--- src/rtl/ffba_pkg.sv ---
`timescale 1ns / 1ps
package ffba_pkg;

  localparam int MaxBlocks = 64;
  localparam int IdxW = $clog2(MaxBlocks);
  localparam int CntW = $clog2(MaxBlocks + 1);

  localparam logic [2:0] ST_REUSED    = 3'd0;
  localparam logic [2:0] ST_NEW       = 3'd1;
  localparam logic [2:0] ST_FREED     = 3'd2;
  localparam logic [2:0] ST_NULL      = 3'd3;
  localparam logic [2:0] ST_FULL      = 3'd4;
  localparam logic [2:0] ST_OVERFLOW  = 3'd5;
  localparam logic [2:0] ST_NOT_FOUND = 3'd6;

  localparam logic ACT_ALLOC = 1'b0;
  localparam logic ACT_FREE  = 1'b1;

  localparam logic REG_HEAP_BASE = 1'b0;
  localparam logic REG_HEADER    = 1'b1;

  // table entry: start, size, free flag
  localparam int EntW = 65;

  typedef struct packed {
    logic        action;
    logic [31:0] alloc_size;
    logic [31:0] user_address;
  } in_item_t;

  typedef struct packed {
    logic [31:0] result_address;
    logic [2:0]  status;
  } out_item_t;

  typedef struct packed {
    logic        load;       // capture input item
    logic        rd_en;      // note scan index of entry being read
    logic        cap_ent;    // capture entry returned by RAM
    logic        scan_inc;   // advance scan index
    logic        wr_hit;     // write modified hit entry
    logic        wr_new;     // append new entry
    logic        sh_wr;      // shift step write: entry[idx-1] <= rdata
    logic        dec_count;
    logic        set_result;
    logic [2:0]  result_status;
  } ctrl_t;

  typedef struct packed {
    logic       is_free_act;
    logic       addr_zero;
    logic       scan_done;   // scan index reached block_count
    logic       hit;         // registered entry matches
    logic       full;
    logic       overflow;
    logic       nxt_free;    // entry after hit is free
    logic       nxt_exists;
  } stat_t;

endpackage

--- src/rtl/ffba_ram.sv ---
`timescale 1ns / 1ps
module ffba_ram #(
  parameter int Width = 8,
  parameter int Depth = 16
) (
  input  logic                     clk,
  input  logic                     we,
  input  logic [$clog2(Depth)-1:0] waddr,
  input  logic [Width-1:0]         wdata,
  input  logic [$clog2(Depth)-1:0] raddr,
  output logic [Width-1:0]         rdata
);
  logic [Width-1:0] mem [Depth];

  always_ff @(posedge clk) begin
    if (we) begin
      mem[waddr] <= wdata;
    end
    rdata <= mem[raddr];
  end
endmodule

--- src/rtl/ffba_ctrl.sv ---
`timescale 1ns / 1ps
module ffba_ctrl (
  input  logic            clk,
  input  logic            rst_n,
  input  logic            in_valid,
  output logic            in_ready,
  output logic            out_valid,
  input  logic            out_ready,
  input  ffba_pkg::stat_t st,
  output ffba_pkg::ctrl_t ctl
);
  localparam logic [3:0] S_IDLE  = 4'd0;
  localparam logic [3:0] S_SCAN  = 4'd1;  // read issued, data next cycle
  localparam logic [3:0] S_LATCH = 4'd2;  // register entry from RAM
  localparam logic [3:0] S_CHECK = 4'd3;
  localparam logic [3:0] S_NWAIT = 4'd4;  // neighbor read in flight
  localparam logic [3:0] S_NEXT  = 4'd5;  // check neighbor of freed entry
  localparam logic [3:0] S_SHRD  = 4'd6;  // shift: read entry at index
  localparam logic [3:0] S_SHWR  = 4'd7;  // shift: write it one slot down
  localparam logic [3:0] S_OUT   = 4'd8;

  logic [3:0] state_r, state_nxt;

  assign in_ready  = (state_r == S_IDLE);
  assign out_valid = (state_r == S_OUT);

  // sequencer
  always_comb begin
    ctl = '0;
    state_nxt = state_r;
    case (state_r)
      S_IDLE: begin
        if (in_valid) begin
          ctl.load = 1'b1;
          state_nxt = S_SCAN;
        end
      end
      S_SCAN: begin
        if (st.is_free_act && st.addr_zero) begin
          ctl.set_result = 1'b1;
          ctl.result_status = ffba_pkg::ST_NULL;
          state_nxt = S_OUT;
        end else if (st.scan_done) begin
          ctl.set_result = 1'b1;
          if (st.is_free_act) begin
            ctl.result_status = ffba_pkg::ST_NOT_FOUND;
          end else if (st.full) begin
            ctl.result_status = ffba_pkg::ST_FULL;
          end else if (st.overflow) begin
            ctl.result_status = ffba_pkg::ST_OVERFLOW;
          end else begin
            ctl.result_status = ffba_pkg::ST_NEW;
            ctl.wr_new = 1'b1;
          end
          state_nxt = S_OUT;
        end else begin
          ctl.rd_en = 1'b1;
          state_nxt = S_LATCH;
        end
      end
      S_LATCH: begin
        ctl.cap_ent = 1'b1;
        state_nxt = S_CHECK;
      end
      S_CHECK: begin
        if (st.hit) begin
          if (st.is_free_act) begin
            ctl.scan_inc = 1'b1;
            state_nxt = S_NWAIT;
          end else begin
            ctl.wr_hit = 1'b1;
            ctl.set_result = 1'b1;
            ctl.result_status = ffba_pkg::ST_REUSED;
            state_nxt = S_OUT;
          end
        end else begin
          ctl.scan_inc = 1'b1;
          state_nxt = S_SCAN;
        end
      end
      S_NWAIT: begin
        state_nxt = S_NEXT;
      end
      S_NEXT: begin
        ctl.wr_hit = 1'b1;
        ctl.set_result = 1'b1;
        ctl.result_status = ffba_pkg::ST_FREED;
        if (st.nxt_exists && st.nxt_free) begin
          ctl.scan_inc = 1'b1;
          state_nxt = S_SHRD;
        end else begin
          state_nxt = S_OUT;
        end
      end
      S_SHRD: begin
        if (st.scan_done) begin
          ctl.dec_count = 1'b1;
          state_nxt = S_OUT;
        end else begin
          state_nxt = S_SHWR;
        end
      end
      S_SHWR: begin
        ctl.sh_wr = 1'b1;
        ctl.scan_inc = 1'b1;
        state_nxt = S_SHRD;
      end
      S_OUT: begin
        if (out_ready) begin
          state_nxt = S_IDLE;
        end
      end
      default: state_nxt = S_IDLE;
    endcase
  end

  always_ff @(posedge clk) begin
    if (!rst_n) begin
      state_r <= S_IDLE;
    end else begin
      state_r <= state_nxt;
    end
  end
endmodule

--- src/rtl/ffba_dp.sv ---
`timescale 1ns / 1ps
module ffba_dp (
  input  logic                clk,
  input  logic                rst_n,
  input  ffba_pkg::in_item_t  in_data,
  input  logic                cfg_valid,
  input  logic                cfg_index,
  input  logic                cfg_index_ok,
  input  logic [31:0]         cfg_data,
  input  ffba_pkg::ctrl_t     ctl,
  output ffba_pkg::stat_t     st,
  output ffba_pkg::out_item_t out_data
);
  localparam int IW = ffba_pkg::IdxW;
  localparam int CW = ffba_pkg::CntW;

  logic [7:0]  header_r;
  logic [32:0] heap_top_r;
  logic [CW-1:0] count_r;
  ffba_pkg::in_item_t item_r;
  logic [CW-1:0] idx_r;       // entry being read
  logic [CW-1:0] hit_idx_r;
  logic [ffba_pkg::EntW-1:0] hit_ent_r;
  ffba_pkg::out_item_t res_r;
  logic [31:0] head_r;        // header address sought by a free
  logic [33:0] new_top_r;

  logic we;
  logic [IW-1:0] waddr, raddr;
  logic [ffba_pkg::EntW-1:0] wdata, rdata;
  logic [31:0] r_start, r_size;
  logic r_free;
  logic [33:0] merged;
  logic [31:0] hit_size;

  assign r_start = rdata[64:33];
  assign r_size  = rdata[32:1];
  assign r_free  = rdata[0];

  ffba_ram #(.Width(ffba_pkg::EntW), .Depth(ffba_pkg::MaxBlocks)) u_tab (
    .clk(clk), .we(we), .waddr(waddr), .wdata(wdata), .raddr(raddr), .rdata(rdata)
  );

  assign raddr = idx_r[IW-1:0];

  // merged size of freed entry and its free neighbor, saturating
  assign merged = {2'b0, hit_ent_r[32:1]} + {26'b0, header_r} + {2'b0, r_size};
  assign hit_size = (merged[33:32] != 2'b0) ? 32'hFFFF_FFFF : merged[31:0];

  // table write port
  always_comb begin
    we = 1'b0;
    waddr = hit_idx_r[IW-1:0];
    wdata = hit_ent_r;
    if (ctl.wr_new) begin
      we = 1'b1;
      waddr = count_r[IW-1:0];
      wdata = {heap_top_r[31:0], item_r.alloc_size, 1'b0};
    end else if (ctl.wr_hit) begin
      we = 1'b1;
      if (item_r.action == ffba_pkg::ACT_FREE) begin
        wdata = {hit_ent_r[64:33],
                 (st.nxt_exists && r_free) ? hit_size : hit_ent_r[32:1], 1'b1};
      end else begin
        wdata = {hit_ent_r[64:1], 1'b0};
      end
    end else if (ctl.sh_wr) begin
      we = 1'b1;
      waddr = IW'(idx_r - CW'(1));
      wdata = rdata;
    end
  end

  // status toward controller
  always_comb begin
    st.is_free_act = (item_r.action == ffba_pkg::ACT_FREE);
    st.addr_zero   = (item_r.user_address == 32'b0);
    st.scan_done   = (idx_r >= count_r);
    st.full        = (count_r == CW'(ffba_pkg::MaxBlocks));
    st.overflow    = (new_top_r[33:32] != 2'b0);
    st.nxt_free    = r_free;
    st.nxt_exists  = (idx_r < count_r);
    if (item_r.action == ffba_pkg::ACT_FREE) begin
      st.hit = (hit_ent_r[64:33] == head_r);
    end else begin
      st.hit = hit_ent_r[0] && (hit_ent_r[32:1] >= item_r.alloc_size);
    end
  end

  assign out_data = res_r;

  always_ff @(posedge clk) begin
    if (!rst_n) begin
      header_r    <= 8'd12;
      heap_top_r  <= 33'd1048576;
      count_r     <= '0;
    end else begin
      if (cfg_valid && cfg_index_ok) begin
        if (cfg_index == ffba_pkg::REG_HEAP_BASE) begin
          if (count_r == '0) begin
            heap_top_r <= {1'b0, cfg_data};
          end
        end else begin
          header_r <= cfg_data[7:0];
        end
      end
      if (ctl.wr_new) begin
        count_r <= count_r + CW'(1);
        heap_top_r <= new_top_r[32:0];
      end
      if (ctl.dec_count) begin
        count_r <= count_r - CW'(1);
      end
    end
  end

  // item and scan datapath
  always_ff @(posedge clk) begin
    if (ctl.load) begin
      item_r <= in_data;
      idx_r  <= '0;
      head_r <= in_data.user_address - {24'b0, header_r};
      new_top_r <= {1'b0, heap_top_r} + {26'b0, header_r} + {2'b0, in_data.alloc_size};
    end else if (ctl.scan_inc) begin
      idx_r <= idx_r + CW'(1);
    end
    if (ctl.rd_en && !ctl.scan_inc) begin
      hit_idx_r <= idx_r;
    end
    // entry read in the previous cycle
    if (ctl.cap_ent) begin
      hit_ent_r <= rdata;
    end
    if (ctl.set_result) begin
      res_r.status <= ctl.result_status;
      if (ctl.result_status == ffba_pkg::ST_REUSED) begin
        res_r.result_address <= hit_ent_r[64:33] + {24'b0, header_r};
      end else if (ctl.result_status == ffba_pkg::ST_NEW) begin
        res_r.result_address <= heap_top_r[31:0] + {24'b0, header_r};
      end else begin
        res_r.result_address <= 32'b0;
      end
    end
  end
endmodule

--- src/rtl/first_fit_block_allocator_core.sv ---
`timescale 1ns / 1ps
// First-fit heap allocator over a 64-entry address-ordered block table held
// in a single-port-write RAM with registered read. Each item gives one
// result, and one item is handled at a time. Each table entry visited is
// read, registered and compared in turn. An allocate reuses the first free
// entry large enough, or else appends, finds the table full or overflows
// the heap after scanning every entry. A null free returns without a scan,
// and a free of an unknown address scans the whole table. A free that finds
// its entry then reads the next one, and when the next block is also free
// it merges the two and shifts the rest of the table down one entry at a
// time. The result then waits for out_ready, and the next item is taken in
// the cycle after the result handshake. Configuration writes are taken
// only while the block is idle.
module first_fit_block_allocator_core (
  input  logic                clk,
  input  logic                rst_n,
  input  logic                in_valid,
  output logic                in_ready,
  input  ffba_pkg::in_item_t  in_data,
  output logic                out_valid,
  input  logic                out_ready,
  output ffba_pkg::out_item_t out_data,
  input  logic                cfg_valid,
  output logic                cfg_ready,
  input  logic [31:0]         cfg_index,
  input  logic [31:0]         cfg_data
);
  ffba_pkg::ctrl_t ctl;
  ffba_pkg::stat_t st;

  // register writes only with no item in flight or arriving
  assign cfg_ready = in_ready && !in_valid;

  ffba_ctrl u_ctrl (
    .clk(clk), .rst_n(rst_n), .in_valid(in_valid), .in_ready(in_ready),
    .out_valid(out_valid), .out_ready(out_ready), .st(st), .ctl(ctl)
  );

  ffba_dp u_dp (
    .clk(clk), .rst_n(rst_n), .in_data(in_data), .cfg_valid(cfg_valid && cfg_ready),
    .cfg_index(cfg_index[0]), .cfg_index_ok(cfg_index[31:1] == 31'b0),
    .cfg_data(cfg_data), .ctl(ctl), .st(st), .out_data(out_data)
  );
endmodule

--- config.mk ---
export PLATFORM = sky130hd
export DESIGN_NAME = first_fit_block_allocator_core
export DESIGN_NICKNAME = d
export VERILOG_FILES = /design/src/rtl/ffba_pkg.sv /design/src/rtl/ffba_ram.sv /design/src/rtl/ffba_ctrl.sv /design/src/rtl/ffba_dp.sv /design/src/rtl/first_fit_block_allocator_core.sv
export SDC_FILE = /design/constraint.sdc
export NUM_CORES = 2
export LEC_CHECK = 0
export BUFFER_PORTS_ARGS = -buffer_cell sky130_fd_sc_hd__buf_2
export CORE_MARGIN = 2
export CORE_UTILIZATION = 60
export CTS_BUF_LIST = sky130_fd_sc_hd__clkbuf_4 sky130_fd_sc_hd__clkbuf_8
export DETAILED_ROUTE_END_ITERATION = 10
export PLACE_DENSITY = 0.76
export RECOVER_POWER = 50
export SLEW_MARGIN = 20
export SYNTH_ARGS = -nofsm -noshare
export SYNTH_HDL_FRONTEND = slang
export SYNTH_MEMORY_MAX_BITS = 65536
export SYNTH_SLANG_ARGS = --single-unit
export TNS_END_PERCENT = 1
--- constraint.sdc ---
create_clock -name clk -period 18.07 [get_ports clk]
set_input_delay 0.9035 -clock clk [delete_from_list [all_inputs] [get_ports clk]]
set_output_delay 0.9035 -clock clk [all_outputs]
set_load 0.005 [all_outputs]
==> out/metrics.cfg <==
[status]
status=finished, violations left
violations=max-capacitance violations, max-slew violations

[placement]
port_buffers=171
place.gp.congestion=0.9632
dp_hpwl_um=272800

[timing]
drv_slew=3319
fmax_mhz=76.99
hold_viol_final=0
slew_headroom_pct=-584.9
rsz0062_at_grt=no
worst_pin_slew_ns=10.27
setup_viol=0
finalClockSkew_ns=0.1159
post-route-period-util_pct=71.88
final.setup.tns_ns=0
period_minus_slack_ns=12.99

[logic_synthesis]
synth-simple-area-share_pct=1.996
ys.flop_type=edfxtp_1
synth_compound_area_share_pct=1.866
ys.warnings.count=0
synth_top_family_by_area=multiplexers
postSynthCellCount=8092
synth_fp_nets=8408
synthArstFlopShare_pct=0
synth_area_per_cell_um2=22.09
synth_xor_area_share_pct=1.044
ys_types=78
synth_mux_area_share_pct=17.41
seq_area_frac_synth_pct=75.27
syn_area_um2=178700
synth_fa_ha_area_share_pct=1.337
ys_ff_latch=4521
synth-edff-count=4397

[finish]
nFillCells=17750
fin_nets=9225
syn_to_final_growth_pct=12.18
drive_gt1_share_pct=30.46

[clocking]
clock_latency_ns=1.27
htreeDepth=6
ctsRootBufferMaster=clkbuf_8
clock_sinks=4521
path_clk_slew_ns=0.06
cts_tree=yes
clk_path_buf_depth=4
numCtsBuffers=676

[floorplanning]
die_w_um=549.8
start_util_pct=60.27
die-area_um2=302200
coreArea_um2=296500
die_h_um=549.8
io_pins=172
rows=200

[drt]
ant_nets=0
first_iter_violations=14790
routed_wl_um=502200
viasPerCell=7.005
dr.pass1.iters=5
vias=93870
drcViolationCount=0
wl_per_cell_um=37.48

[setup_path]
rr_startpoint=u_dp.idx_r[3]$_SDFFE_PP0P_
cp-end-kind=flop
cp.required_ns=18.78
cp-startpoint=u_dp.idx_r[3]$_SDFFE_PP0P_
path_class=flop to flop
cp.arrival_ns=13.70
critical_path.max_fanout=108
cp-start-kind=flop

[global_route]
overflow=0
grt_pass1_wl_um=694800
grt_max_degree=154
antenna_found_initial=17
grt_use_total_pct=33.24
first_global_vias=91930

[power_and_ir_drop]
peakVddDrop_v=0.00007747
p_per_area_nw_per_um2=103.0
p_leak_uw=0.06187
p_total_uw=20640

[hold_path]
holdCritPathClass=input pin to flop
hold_start=cfg_data[14]

[flow_run]
cap_violations=71

-- kinds of logic (layout without fill, tap and decap cells) --
| group | count (synthesis) | in the layout |
|---|---|---|
| DFF | 4521 | 4521 |
| muxes | 1403 | 1403 |
| and+or+nand+nor | 773 | 773 |
| AOI/OAI and AO/OA | 504 | 504 |
| buffers and inverters | 496 | 1854 |
| xor gates and xnor gates | 213 | 213 |
| adders and majority gates | 182 | 182 |
| other | 0 | 11 |
-- stage by stage --
stage | instances | util [%] | instance area (µm²) | hold WS, ns | worst slack (ns)
6_report | 13400 | 67.61 | 200500 | 0.09931 | 5.081
5_1_grt | 13400 | 67.60 | 200500 | 0.04553 | 5.178
4_1_cts | 13380 | 67.79 | 201000 | 0.0001005 | 10.43
3_5_place_dp | 12080 | 62.90 | 186500 | 0.4145 | 10.45
3_3_place_gp | 12070 | 62.84 | 186400 | 0.4173 | 10.34
2_1_floorplan | 8092 | - | 178700 | 0.4081 | 10.53
-- where the power goes --
group          switching (µW)  internal [µW]
Clock                    3980           4440
Sequential               46.1          11700
Combinational             402            130
-- sequential cells by signal, indices dropped and copies added, names as in the netlist, 8 cells and up --
signal / count
u_dp.head_r: 32
u_dp.item_r: 64
u_dp.u_tab.mem: 4160
u_dp.heap_top_r: 33
u_dp.new_top_r: 34
u_dp.hit_ent_r: 65
u_dp.out_data: 35
u_dp.header_r: 8
u_dp.u_tab.rdata: 65
-- worst max-delay path, cell delays in order, from the launching register on --
cell and delay (ns):
dfxtp_1 0.33, clkbuf_1 7.11, nor3b_1 0.42, xnor2_1 0.40, nor2_1 0.11, a21oi_1 0.07, o21a_1 0.20, nor2_1 0.20
nand2_1 0.37, nor2_1 0.27, clkbuf_1 2.92
-- cell usage in the layout (no fill, tap or decap), drive strengths merged, types with 70 or more instances in the layout --
master	count
edfxtp	4397
mux4	1365
clkbuf	1109
buf	287
nor2	251
nand2	242
clkinv	201
ha	167
xnor2	140
inv	139
dfxtp	124
a21oi	104
dlygate4sd3	86
o21ai	81
xor2	73
a31oi	70
-- area by class of cell --
type	count	area, µm²	share of cell area [%]
flip-flops and latches	4521	134500	67.10
multi-input cells	3075	43320	21.61
clock buffers	949	11520	5.747
well taps	3939	4928	2.458
repair buffers	533	3660	1.826
clock inverters	270	2108	1.052
inverters	102	382.9	0.1910
diodes	11	27.53	0.01373
-- layer usage --
layer,GRT usage [%],wire length (µm)
met1,46.10,174900
met2,50.88,233400
met3,9.670,72240
met4,12.45,21610
met5,0,81
-- synthesized netlist by cell type, drive strengths merged, types with 21 or more instances --
library cell / n / area [µm²]
clkbuf: 258 / 969.7
a22oi: 21 / 157.7
nor3: 29 / 150.1
o22ai: 32 / 200.2
nor4: 27 / 183.9
nand4: 41 / 256.5
mux4: 1365 / 30740
o221ai: 30 / 262.8
xnor2: 140 / 1226
inv: 102 / 382.9
a21oi: 104 / 524.3
a21o: 30 / 225.2
and3: 32 / 210.2
o21ai: 81 / 405.4
nand3: 63 / 315.3
edfxtp: 4397 / 132000
nor2b: 25 / 156.4
ha: 167 / 2090
xor2: 73 / 639.4
dfxtp: 124 / 2482
mux2i: 38 / 380.4
a31oi: 70 / 444.2
nor2: 251 / 942.2
nand2: 242 / 908.4
a211oi: 38 / 285.3
buf: 136 / 563.1
-- timing repair --
| item | 4_1_cts | 5_1_grt |
|---|---|---|
| gates resized for setup | 0 | 0 |
| endpoints found under the hold margin | 104 | 0 |
| setup buffers | 0 | 0 |
| hold buffers | 86 | 0 |
-- final timing paths --
path / end / slack (ns) / cells past startpoint
setup reg to reg: u_dp.u_tab.mem[38][46]$_DFFE_PP_ / 5.08 / 10
hold / removal: u_dp.heap_top_r[14]$_SDFFE_PN0P_ / 0.1 / 3
hold reg to reg: u_dp.hit_ent_r[34]$_DFFE_PP_ / 0.38 / 0
setup / recovery: u_dp.u_tab.mem[38][46]$_DFFE_PP_ / 5.08 / 10
No activity file was read; power rests on OpenSTA's default activity.
